File: config.mk
export PLATFORM = sky130hd
export DESIGN_NAME = frame_history_window
export DESIGN_NICKNAME = d
export VERILOG_FILES = /design/src/fhw_pkg.sv /design/src/fhw_cell.sv /design/src/fhw_chain.sv /design/src/frame_history_window.sv
export SDC_FILE = /design/constraint.sdc
export NUM_CORES = 2
export LEC_CHECK = 0
export BUFFER_PORTS_ARGS = -buffer_cell sky130_fd_sc_hd__buf_2
export CAP_MARGIN = 30
export CORE_MARGIN = 5
export CORE_UTILIZATION = 55
export CTS_BUF_LIST = sky130_fd_sc_hd__clkbuf_8
export CTS_CLUSTER_SIZE = 30
export DETAILED_ROUTE_END_ITERATION = 16
export PLACE_DENSITY = 0.71
export REMOVE_ABC_BUFFERS = 1
export SLEW_MARGIN = 10
export SYNTH_ARGS = -nofsm -noshare
export SYNTH_HDL_FRONTEND = slang
export SYNTH_HIERARCHICAL = 1
export SYNTH_SLANG_ARGS = --single-unit
export TNS_END_PERCENT = 100
File: constraint.sdc
create_clock -name clk -period 56.9 [get_ports clk]
set_input_delay 2.845 -clock clk [delete_from_list [all_inputs] [get_ports clk]]
set_output_delay 2.845 -clock clk [all_outputs]
set_load 0.02 [all_outputs]
File: src/fhw_pkg.sv
`timescale 1ns / 1ps
// ----------------------------------------------------------------------------
// fhw_pkg
// Shared types and constants of the frame history window: register codes,
// register field widths, the sequencer state type and the chain control
// bundle.
// ----------------------------------------------------------------------------
package fhw_pkg;

  // configuration port
  localparam int CFG_INDEX_W = 2;
  localparam int CFG_DATA_W  = 4;

  localparam logic [CFG_INDEX_W-1:0] REG_RING_DEPTH  = 2'd0;
  localparam logic [CFG_INDEX_W-1:0] REG_FEATURE_DIM = 2'd1;
  localparam logic [CFG_INDEX_W-1:0] REG_ACTION_DIM  = 2'd2;

  // register field widths and reset values
  localparam int HIST_CFG_W = 3;
  localparam int DIM_CFG_W  = 4;

  localparam logic [HIST_CFG_W-1:0] RING_DEPTH_RST  = 3'd4;
  localparam logic [DIM_CFG_W-1:0]  FEATURE_DIM_RST = 4'd12;
  localparam logic [DIM_CFG_W-1:0]  ACTION_DIM_RST  = 4'd0;

  // word position inside a row, and word count inside a frame
  localparam int COL_W = DIM_CFG_W;
  localparam int CNT_W = DIM_CFG_W + 1;

  // window sequencer
  typedef enum logic [1:0] {
    ST_IDLE,
    ST_FEAT,
    ST_ACT
  } state_t;

  // control of one chain of word cells
  typedef struct packed {
    logic shift;  // move every cell one place toward the head
    logic load;   // tail takes the incoming word, else the head wraps around
  } chain_ctrl_t;

endpackage

File: src/fhw_cell.sv
`timescale 1ns / 1ps
// ----------------------------------------------------------------------------
// fhw_cell
// One word cell of a chain: takes its upstream neighbor's word on a shift,
// or the chain's tail word when it is the last active cell.
// ----------------------------------------------------------------------------
module fhw_cell #(
  parameter int WORD_BITS = 32
) (
  input  logic                 clk,
  input  logic                 shift,
  input  logic                 is_tail,
  input  logic [WORD_BITS-1:0] tail_in,
  input  logic [WORD_BITS-1:0] next_in,
  output logic [WORD_BITS-1:0] value
);

  // payload register, no reset needed
  always_ff @(posedge clk) begin
    if (shift) begin
      value <= is_tail ? tail_in : next_in;
    end
  end

endmodule

File: src/fhw_chain.sv
`timescale 1ns / 1ps
// ----------------------------------------------------------------------------
// fhw_chain
// A row of word cells. Words shift toward the head; the tail sits at
// position len-1 and takes either a new word (fill) or the head (rotate).
// After len rotations the row is back in its original order.
// ----------------------------------------------------------------------------
module fhw_chain #(
  parameter int WORD_BITS = 32,
  parameter int DEPTH     = 12
) (
  input  logic                        clk,
  input  fhw_pkg::chain_ctrl_t        ctrl,
  input  logic [fhw_pkg::COL_W-1:0]   len,
  input  logic [WORD_BITS-1:0]        din,
  output logic [WORD_BITS-1:0]        head
);
  import fhw_pkg::*;

  localparam int POS_W = $clog2(DEPTH + 1) + COL_W;

  logic [WORD_BITS-1:0] cell_q [DEPTH];
  logic [WORD_BITS-1:0] tail;
  logic [POS_W-1:0]     tail_pos;

  // tail source: new word or wrap-around of the head
  assign tail     = ctrl.load ? din : cell_q[0];
  assign tail_pos = POS_W'(len) - POS_W'(1);
  assign head     = cell_q[0];

  // cell row
  for (genvar j = 0; j < DEPTH; j++) begin : g_cell
    logic [WORD_BITS-1:0] upstream;
    if (j == DEPTH - 1) begin : g_end
      assign upstream = tail;
    end else begin : g_mid
      assign upstream = cell_q[j+1];
    end
    fhw_cell #(
      .WORD_BITS(WORD_BITS)
    ) u_cell (
      .clk    (clk),
      .shift  (ctrl.shift),
      .is_tail(tail_pos == POS_W'(j)),
      .tail_in(tail),
      .next_in(upstream),
      .value  (cell_q[j])
    );
  end

endmodule

File: src/frame_history_window.sv
`timescale 1ns / 1ps
// ----------------------------------------------------------------------------
// frame_history_window
// Ring of the most recent frames, streamed out as one flat window after
// every completed push frame.
// ----------------------------------------------------------------------------
// Frame words are taken one per cycle while the block is receiving. When a
// push frame completes, the input stalls while the window streams out one
// word per cycle unless the output stalls: ring_depth * feature_dim feature
// words, oldest frame first, then action_dim action words. Each stored row
// is a chain of word cells that rotates once per emitted word, so the window
// rate is set by one row head per cycle. Reset frames and partial frames
// emit nothing. No clearing pass follows reset; configuration writes drop
// any partial frame and make the next frame fill every row.
// ----------------------------------------------------------------------------
module frame_history_window #(
  parameter int MAX_HISTORY     = 4,
  parameter int MAX_FEATURE_DIM = 12,
  parameter int MAX_ACTION_DIM  = 12,
  parameter int WORD_BITS       = 32
) (
  input  logic                               clk,
  input  logic                               rst,
  // configuration
  input  logic                               cfg_write,
  input  logic [fhw_pkg::CFG_INDEX_W-1:0]    cfg_index,
  input  logic [fhw_pkg::CFG_DATA_W-1:0]     cfg_data,
  // frame words in
  input  logic                               in_valid,
  output logic                               in_stall,
  input  logic                               kind,
  input  logic [WORD_BITS-1:0]               word,
  // window words out
  output logic                               out_valid,
  input  logic                               out_stall,
  output logic [WORD_BITS-1:0]               out_word,
  output logic                               is_action,
  output logic                               last_of_window
);
  import fhw_pkg::*;

  localparam int HIST_W    = (MAX_HISTORY > 1) ? $clog2(MAX_HISTORY) : 1;
  localparam int SUM_W     = HIST_W + 2;
  localparam int ACT_CELLS = (MAX_ACTION_DIM > 0) ? MAX_ACTION_DIM : 1;
  localparam int CMP_W     = 8;

  // configuration registers
  logic [HIST_CFG_W-1:0] cfg_hist;
  logic [DIM_CFG_W-1:0]  cfg_feat;
  logic [DIM_CFG_W-1:0]  cfg_act;
  logic                  cfg_hit;

  // frame state
  logic [HIST_W-1:0] write_row;
  logic              filled;
  logic [CNT_W-1:0]  word_count;
  logic              frame_is_reset;

  // window sequencer
  state_t            state;
  state_t            state_next;
  logic [HIST_W-1:0] emit_row;
  logic [COL_W-1:0]  emit_col;
  logic              out_valid_next;

  // effective dimensions
  logic [SUM_W-1:0] eff_h;
  logic [COL_W-1:0] eff_f;
  logic [COL_W-1:0] eff_a;
  logic [CNT_W-1:0] frame_len;

  // datapath controls
  logic              in_fire;
  logic              cur_reset;
  logic              fill_all;
  logic              is_feat_word;
  logic              frame_done;
  logic              start_emit;
  logic [HIST_W-1:0] wr;
  logic [HIST_W-1:0] wr_adv;
  logic [SUM_W-1:0]  wr_p1;
  logic [SUM_W-1:0]  sel_sum;
  logic [HIST_W-1:0] sel_row;
  logic              emit_load;
  logic              col_end;
  logic              row_end;
  logic              act_end;
  logic              emit_last;

  chain_ctrl_t          row_ctrl [MAX_HISTORY];
  chain_ctrl_t          act_ctrl;
  logic [WORD_BITS-1:0] row_head [MAX_HISTORY];
  logic [WORD_BITS-1:0] act_head;

  // clamp register values to their working ranges
  always_comb begin
    if (cfg_hist == '0) begin
      eff_h = SUM_W'(1);
    end else if (CMP_W'(cfg_hist) > CMP_W'(MAX_HISTORY)) begin
      eff_h = SUM_W'(MAX_HISTORY);
    end else begin
      eff_h = SUM_W'(cfg_hist);
    end
    if (cfg_feat == '0) begin
      eff_f = COL_W'(1);
    end else if (CMP_W'(cfg_feat) > CMP_W'(MAX_FEATURE_DIM)) begin
      eff_f = COL_W'(MAX_FEATURE_DIM);
    end else begin
      eff_f = cfg_feat;
    end
    if (CMP_W'(cfg_act) > CMP_W'(MAX_ACTION_DIM)) begin
      eff_a = COL_W'(MAX_ACTION_DIM);
    end else begin
      eff_a = cfg_act;
    end
  end

  assign frame_len = CNT_W'(eff_f) + CNT_W'(eff_a);

  // configuration decode
  assign cfg_hit = cfg_write && (cfg_index == REG_RING_DEPTH ||
                                 cfg_index == REG_FEATURE_DIM ||
                                 cfg_index == REG_ACTION_DIM);

  // input request bookkeeping
  assign in_stall     = (state != ST_IDLE);
  assign in_fire      = in_valid && !in_stall;
  assign cur_reset    = (word_count == '0) ? kind : frame_is_reset;
  assign fill_all     = cur_reset || !filled;
  assign is_feat_word = word_count < CNT_W'(eff_f);
  assign frame_done   = (word_count + CNT_W'(1)) == frame_len;
  assign start_emit   = in_fire && frame_done && !cur_reset && !cfg_hit;

  // write row, kept inside the ring, and its successor
  assign wr     = (SUM_W'(write_row) >= eff_h) ? '0 : write_row;
  assign wr_p1  = SUM_W'(wr) + SUM_W'(1);
  assign wr_adv = (wr_p1 == eff_h) ? '0 : wr_p1[HIST_W-1:0];

  // row being emitted: oldest row plus offset, modulo ring depth
  assign sel_sum = SUM_W'(write_row) + SUM_W'(emit_row);
  assign sel_row = (sel_sum >= eff_h) ? HIST_W'(sel_sum - eff_h) : sel_sum[HIST_W-1:0];

  // emission position flags
  assign col_end = (emit_col == eff_f - COL_W'(1));
  assign row_end = (SUM_W'(emit_row) + SUM_W'(1)) == eff_h;
  assign act_end = (emit_col == eff_a - COL_W'(1));

  // next state
  always_comb begin
    state_next = state;
    unique case (state)
      ST_IDLE: begin
        if (start_emit) begin
          state_next = ST_FEAT;
        end
      end
      ST_FEAT: begin
        if (emit_load && col_end && row_end) begin
          state_next = (eff_a == '0) ? ST_IDLE : ST_ACT;
        end
      end
      ST_ACT: begin
        if (emit_load && act_end) begin
          state_next = ST_IDLE;
        end
      end
      default: state_next = ST_IDLE;
    endcase
  end

  // sequencer outputs and chain controls
  always_comb begin
    emit_load      = (state != ST_IDLE) && (!out_valid || !out_stall);
    out_valid_next = emit_load || (out_valid && out_stall);
    emit_last      = 1'b0;
    unique case (state)
      ST_FEAT: emit_last = (eff_a == '0) && col_end && row_end;
      ST_ACT:  emit_last = act_end;
      default: emit_last = 1'b0;
    endcase
    for (int r = 0; r < MAX_HISTORY; r++) begin
      row_ctrl[r].load  = in_fire && is_feat_word &&
                          (fill_all ? (SUM_W'(r) < eff_h) : (HIST_W'(r) == wr));
      row_ctrl[r].shift = row_ctrl[r].load ||
                          (state == ST_FEAT && emit_load && sel_row == HIST_W'(r));
    end
    act_ctrl.load  = in_fire && !is_feat_word;
    act_ctrl.shift = act_ctrl.load || (state == ST_ACT && emit_load);
  end

  // control registers
  always_ff @(posedge clk) begin
    if (rst) begin
      state          <= ST_IDLE;
      cfg_hist       <= RING_DEPTH_RST;
      cfg_feat       <= FEATURE_DIM_RST;
      cfg_act        <= ACTION_DIM_RST;
      write_row      <= '0;
      filled         <= 1'b0;
      word_count     <= '0;
      frame_is_reset <= 1'b0;
      emit_row       <= '0;
      emit_col       <= '0;
      out_valid      <= 1'b0;
    end else begin
      state     <= state_next;
      out_valid <= out_valid_next;
      // register writes
      if (cfg_write) begin
        unique case (cfg_index)
          REG_RING_DEPTH:  cfg_hist <= cfg_data[HIST_CFG_W-1:0];
          REG_FEATURE_DIM: cfg_feat <= cfg_data[DIM_CFG_W-1:0];
          REG_ACTION_DIM:  cfg_act  <= cfg_data[DIM_CFG_W-1:0];
          default: ;
        endcase
      end
      // frame tracking
      if (cfg_hit) begin
        write_row      <= '0;
        filled         <= 1'b0;
        word_count     <= '0;
        frame_is_reset <= 1'b0;
      end else if (in_fire) begin
        frame_is_reset <= cur_reset;
        if (frame_done) begin
          word_count <= '0;
          filled     <= 1'b1;
          write_row  <= fill_all ? '0 : wr_adv;
        end else begin
          word_count <= word_count + CNT_W'(1);
        end
      end
      // window position
      if (start_emit) begin
        emit_row <= '0;
        emit_col <= '0;
      end else if (emit_load) begin
        if (state == ST_FEAT && col_end) begin
          emit_col <= '0;
          emit_row <= emit_row + HIST_W'(1);
        end else begin
          emit_col <= emit_col + COL_W'(1);
        end
      end
    end
  end

  // output payload register
  always_ff @(posedge clk) begin
    if (emit_load) begin
      out_word       <= (state == ST_ACT) ? act_head : row_head[sel_row];
      is_action      <= (state == ST_ACT);
      last_of_window <= emit_last;
    end
  end

  // one chain of cells per stored frame
  for (genvar r = 0; r < MAX_HISTORY; r++) begin : g_row
    fhw_chain #(
      .WORD_BITS(WORD_BITS),
      .DEPTH    (MAX_FEATURE_DIM)
    ) u_row (
      .clk (clk),
      .ctrl(row_ctrl[r]),
      .len (eff_f),
      .din (word),
      .head(row_head[r])
    );
  end

  // newest action words
  fhw_chain #(
    .WORD_BITS(WORD_BITS),
    .DEPTH    (ACT_CELLS)
  ) u_act (
    .clk (clk),
    .ctrl(act_ctrl),
    .len (eff_a),
    .din (word),
    .head(act_head)
  );

  // checks
  a_write_row_in_ring: assert property (@(posedge clk) disable iff (rst)
    SUM_W'(write_row) < eff_h)
    else $error("write row outside the ring");

  a_count_in_frame: assert property (@(posedge clk) disable iff (rst)
    word_count < frame_len)
    else $error("word count past frame length");

  a_push_starts_window: assert property (@(posedge clk) disable iff (rst)
    start_emit |=> state == ST_FEAT && emit_row == '0 && emit_col == '0)
    else $error("completed push did not start a window");

  a_last_ends_window: assert property (@(posedge clk) disable iff (rst)
    emit_load && emit_last |=> out_valid && last_of_window && state == ST_IDLE)
    else $error("window did not end on its last word");

endmodule
# Word level (Yosys, flattened, before mapping)
# Cells that the tools add are included.
# classes
n_addsub	12
n_lt_le_gt_ge	11
n_eq_ne	38
n_mux	86
bitwise	1
reduce_logical	61
# ops
operator	count
2-to-1 mux 32 bit	63
binary-select mux 32 bit (select 2 bit)	1
equality test 8 x 3 -> 1 bit (second input constant)	8
equality test 8 x 4 -> 1 bit (second input constant)	6
equality test 8 x 2 -> 1 bit (second input constant)	4
logical AND 1 bit	25
equality test 8 x 1 -> 1 bit (second input constant)	2
zero test 8 bit	2
2-to-1 mux 2 bit	8
2-to-1 mux 4 bit	4
logical OR 1 bit	10
AND reduction 2 bit	5
subtractor 4 x 1 -> 5 bit (second input constant)	2
equality test 2 bit (second input constant)	4
equality test 4 bit	2
> comparator 4 bit (second input constant)	2
zero test 2 bit	4
zero test 4 bit	2
subtractor 4 x 1 -> 4 bit (second input constant)	2
zero test 1 bit	7
adder 2 x 1 -> 3 bit (second input constant)	2
equality test 2 x 1 -> 1 bit (second input constant)	3
equality test 3 bit	2
less-than comparator 1 x 3 -> 1 bit (first input constant)	2
27 further kinds	37
# totals
reg_bits	1983
input_bits	44
wordCells	283

# Depth between registers and ports, before layout
# logic_depth
ltp_word	10
depth_mapped	14
ltp_nobuf	12

# Cells and area by module
# The synthesis kept the hierarchy.
# by_module_without_submodules
mod	instances	cells_each	area_each_um2
fhw_cell	60	68	1505.2
frame_history_window	1	491	4453.0
fhw_chain	5	52	694.4

# Worst setup path after synthesis
# No wires, ideal clock.
# synth_path
kind	in2reg
from	input in_valid
to	register u_act.g_cell[0].u_cell.value[0], enable pin
arrival_ns	21.802
t_required_ns	55.635
setup_slack_ns	33.833
stages	3
path_buffers	1
path_cell_list	nand2_1 clkbuf_1 o22ai_1
# synth_lines
item	line	source
start: declaration	frame_history_window.sv:29	input logic in_valid,
end signal: assignment	fhw_cell.sv:21	value <= is_tail ? tail_in : next_in;
end: declaration	fhw_cell.sv:15	output logic [WORD_BITS-1:0] value

==> metrics.cfg <==
[status]
status=complete, no violations

[power_and_ir_drop]
power_density_nw_per_um2=30.4
p_sw_frac=0.225
seqPwrFrac=0.552
combPwrFrac=0.082
p_int_mw=2.44
power.share.clock=0.365
p_switching_uw=711
p_leak_nw=38.7
max-vdd-ir-drop_mv=0.0251

[clocking]
clk_pin_slew_ns=0.06
max-clock-path-buffers=4
root_buffer=clkbuf_8
insertion_delay_ns=1.01
cts_tree=done
ctsResizeCount=0
hold_buffers=0
htree_levels=5
postCtsSetupBuffers=0
cts-buffers-inserted=341
cts_sinks=1983

[timing]
finalSetupViolCount=0
min_period_ns=6.19
rsz0062_at_grt=false
fin_crit_sh=0.109
slew_headroom=0.191
tns_ns=0
fmax_mhz=161
slew_violations=0
clock_skew_ns=0.0751
hold_viol=0
tightestPinTransition_ns=1.21

[route]
drt_iter0_drc=3971
wl_per_cell_um=26.1
viasPerCell=5.77
num_vias=44000
routed_wirelength_mm=199
drc=0
drt_pass1_iterations=7
ant_nets=0

[logic_synthesis]
synth.distinct_cells=71
syn-mean-instance-area_um2=20.3
yosysMostFrequentCell=edfxtp_1
yosysWarnings=6
ys_seq_area_frac=0.603
synthArstFlopShare=0
synth_area_leaders=edfxtp_1, mux2_4, buf_12
synthCells=4831
synth_top_flop_cell=edfxtp_1
synth_area_um2=98200
yosysTopAreaCellShare=0.597
synth_edf_count=1954
synth_area_leader_cell=edfxtp_1
netlist_top_cells_count=edfxtp_1, mux2_4, buf_12
synth-seq-cells=1983

[critical_path]
cp.depth=10
crit_slowest_cell=a32o_4
startpoint=kind
startpoint_type=input port
regToRegSetupSlack_ns=50.91
critical_path_buf_inv_count=6
cpPeakStageDelay_ns=0.64
crit_family=buffers and inverters
path_max_fanout=185
crit_type=input port to flop
cp.arrival_ns=6.85
cp-end-kind=flop
crit_required_ns=57.56
cp_cell_sequence=buf_2 > mux2i_1 > nand2_1 > mux2i_1 > a32o_4 > buf_4 > buf_16 > buf_12 > buf_4 > buf_16
reg2reg_depth=13
regToRegEndpoint=g_row[2].u_row/g_cell[11].u_cell/value[8]
r2r-start=cfg_feat[2]
cp-endpoint=g_row[2].u_row/g_cell[11].u_cell/value[8]

[global_route]
grt_usage=0.208
grt_remaining_overflow=0
grt_max_degree=210
antenna_found_initial=10
grt_pass1_wl_mm=292
grt_pass1_vias=44400

[floorplanning]
start_util=0.552
num_rows=155
die_y_um=433
dieArea_um2=187000
coreArea_um2=178000
pin_count=80
die_w_um=433

[layout]
final_area_um2=104000
final_nets=5108
drive_gt1_frac=0.520
area_delta_synth_final_pct=5.72

[min_path]
hold_class=flop to flop
min-delay-start=g_row[3].u_row/g_cell[6].u_cell/value[21]

[flow_run]
cap_violations=0

[place]
hpwlAfterDp_mm=114
post_dp_cell_area_um2=97900
port_buffers=79
gp_congestion=0.838

==> worst min path at each step <==
stage / endpoint / depth (start not counted)
3_3_place_gp: filled / 2
3_5_place_dp: filled / 2
5_1_grt: g_row[3].u_row/g_cell[5].u_cell/value[21] / 1
6_report: g_row[3].u_row/g_cell[5].u_cell/value[21] / 1
2_1_floorplan: filled / 2
4_1_cts: g_row[3].u_row/g_cell[5].u_cell/value[21] / 1
==> sequential cells by signal (all words and copies together), names as in the netlist <==
name / count
cfg_act: 4
cfg_feat: 4
cfg_hist: 3
emit_col: 4
emit_row: 2
filled: 1
frame_is_reset: 1
g_row.u_row/g_cell.u_cell/value: 1536
is_action: 1
last_of_window: 1
out_valid: 1
out_word: 32
state: 2
u_act/g_cell.u_cell/value: 384
word_count: 5
write_row: 2
==> area by class of cell <==
class,instances,area (um2)
clock inverter,225,1100
antenna,8,20.0
multi-input combinational,2508,34200
tap,2355,2950
timing repair buffer,181,1430
fill,13100,74200
sequential,1983,59300
clock buffer,347,4780
inverter,25,93.8
==> routing by layer <==
layer	up-vias	part of all wire	GRT usage
met3	351	0.060	0.0424
met4	2	0.046	0.0929
met1	22800	0.44	0.288
met5	-	0.000065	0
met2	1385	0.45	0.319
li1	19400	-	-
==> power by group through the flow <==
stage / clock network (mW) / logic [mW] / registers [mW]
floorplan: 0 / 0.203 / 1.78
global placement: 0 / 0.250 / 1.77
detailed placement: 0 / 0.259 / 1.77
CTS: 1.19 / 0.260 / 1.74
global route: 1.26 / 0.276 / 1.75
finish: 1.15 / 0.260 / 1.74
==> cells by family after synthesis <==
kind of cell | Yosys count | synth area share
and+or+nand+nor | 211 | 0.0145
AOI/OAI and AO/OA | 156 | 0.0116
adders and majority gates | 25 | 0.00332
xor gates and xnor gates | 20 | 0.00214
muxes | 2096 | 0.315
buffers and inverters | 340 | 0.0507
DFF | 1983 | 0.603
==> placed cells by master (no fill, tap or decap), drive strengths merged, types with 4 or more instances in the layout <==
cell / instances
inv: 132
nand3: 6
clkinv: 102
a211o: 4
nor2: 60
nand2: 29
a21o: 8
clkinvlp: 9
xor2: 7
xnor2: 11
o21ai: 8
nand3b: 4
bufinv: 7
and4bb: 30
and2: 6
a31oi: 35
diode: 8
and4b: 11
dfxtp: 29
edfxtp: 1954
nor4b: 23
a21oi: 13
ha: 22
mux2i: 14
buf: 181
clkbuf: 347
a22oi: 64
nand2b: 6
mux2: 2082
nor3: 13
==> stage by stage <==
step                      power (mW)  hold slack (ns)  utilization  instances  setup WS [ns]
final                           3.15            0.477        0.583       7632          50.71
after global routing            3.28            0.485        0.583       7625          50.53
after CTS                       3.19            0.464        0.583       7621          50.60
after detailed placement        2.03            0.471        0.550       7049          49.47
after global placement          2.02            0.462        0.549       7040          48.98
after floorplan                 1.98            0.437            -       4516          33.88
==> worst register-to-register path, delay by kind of cell, from the launching register on <==
family / cells / cell delay [ns]
compound gates: 4 / 1.74
flops: 1 / 0.31
simple gates: 2 / 0.30
buf+inv: 6 / 3.01
fa+ha+maj: 1 / 0.26
Power figures use the tool's default switching activity.
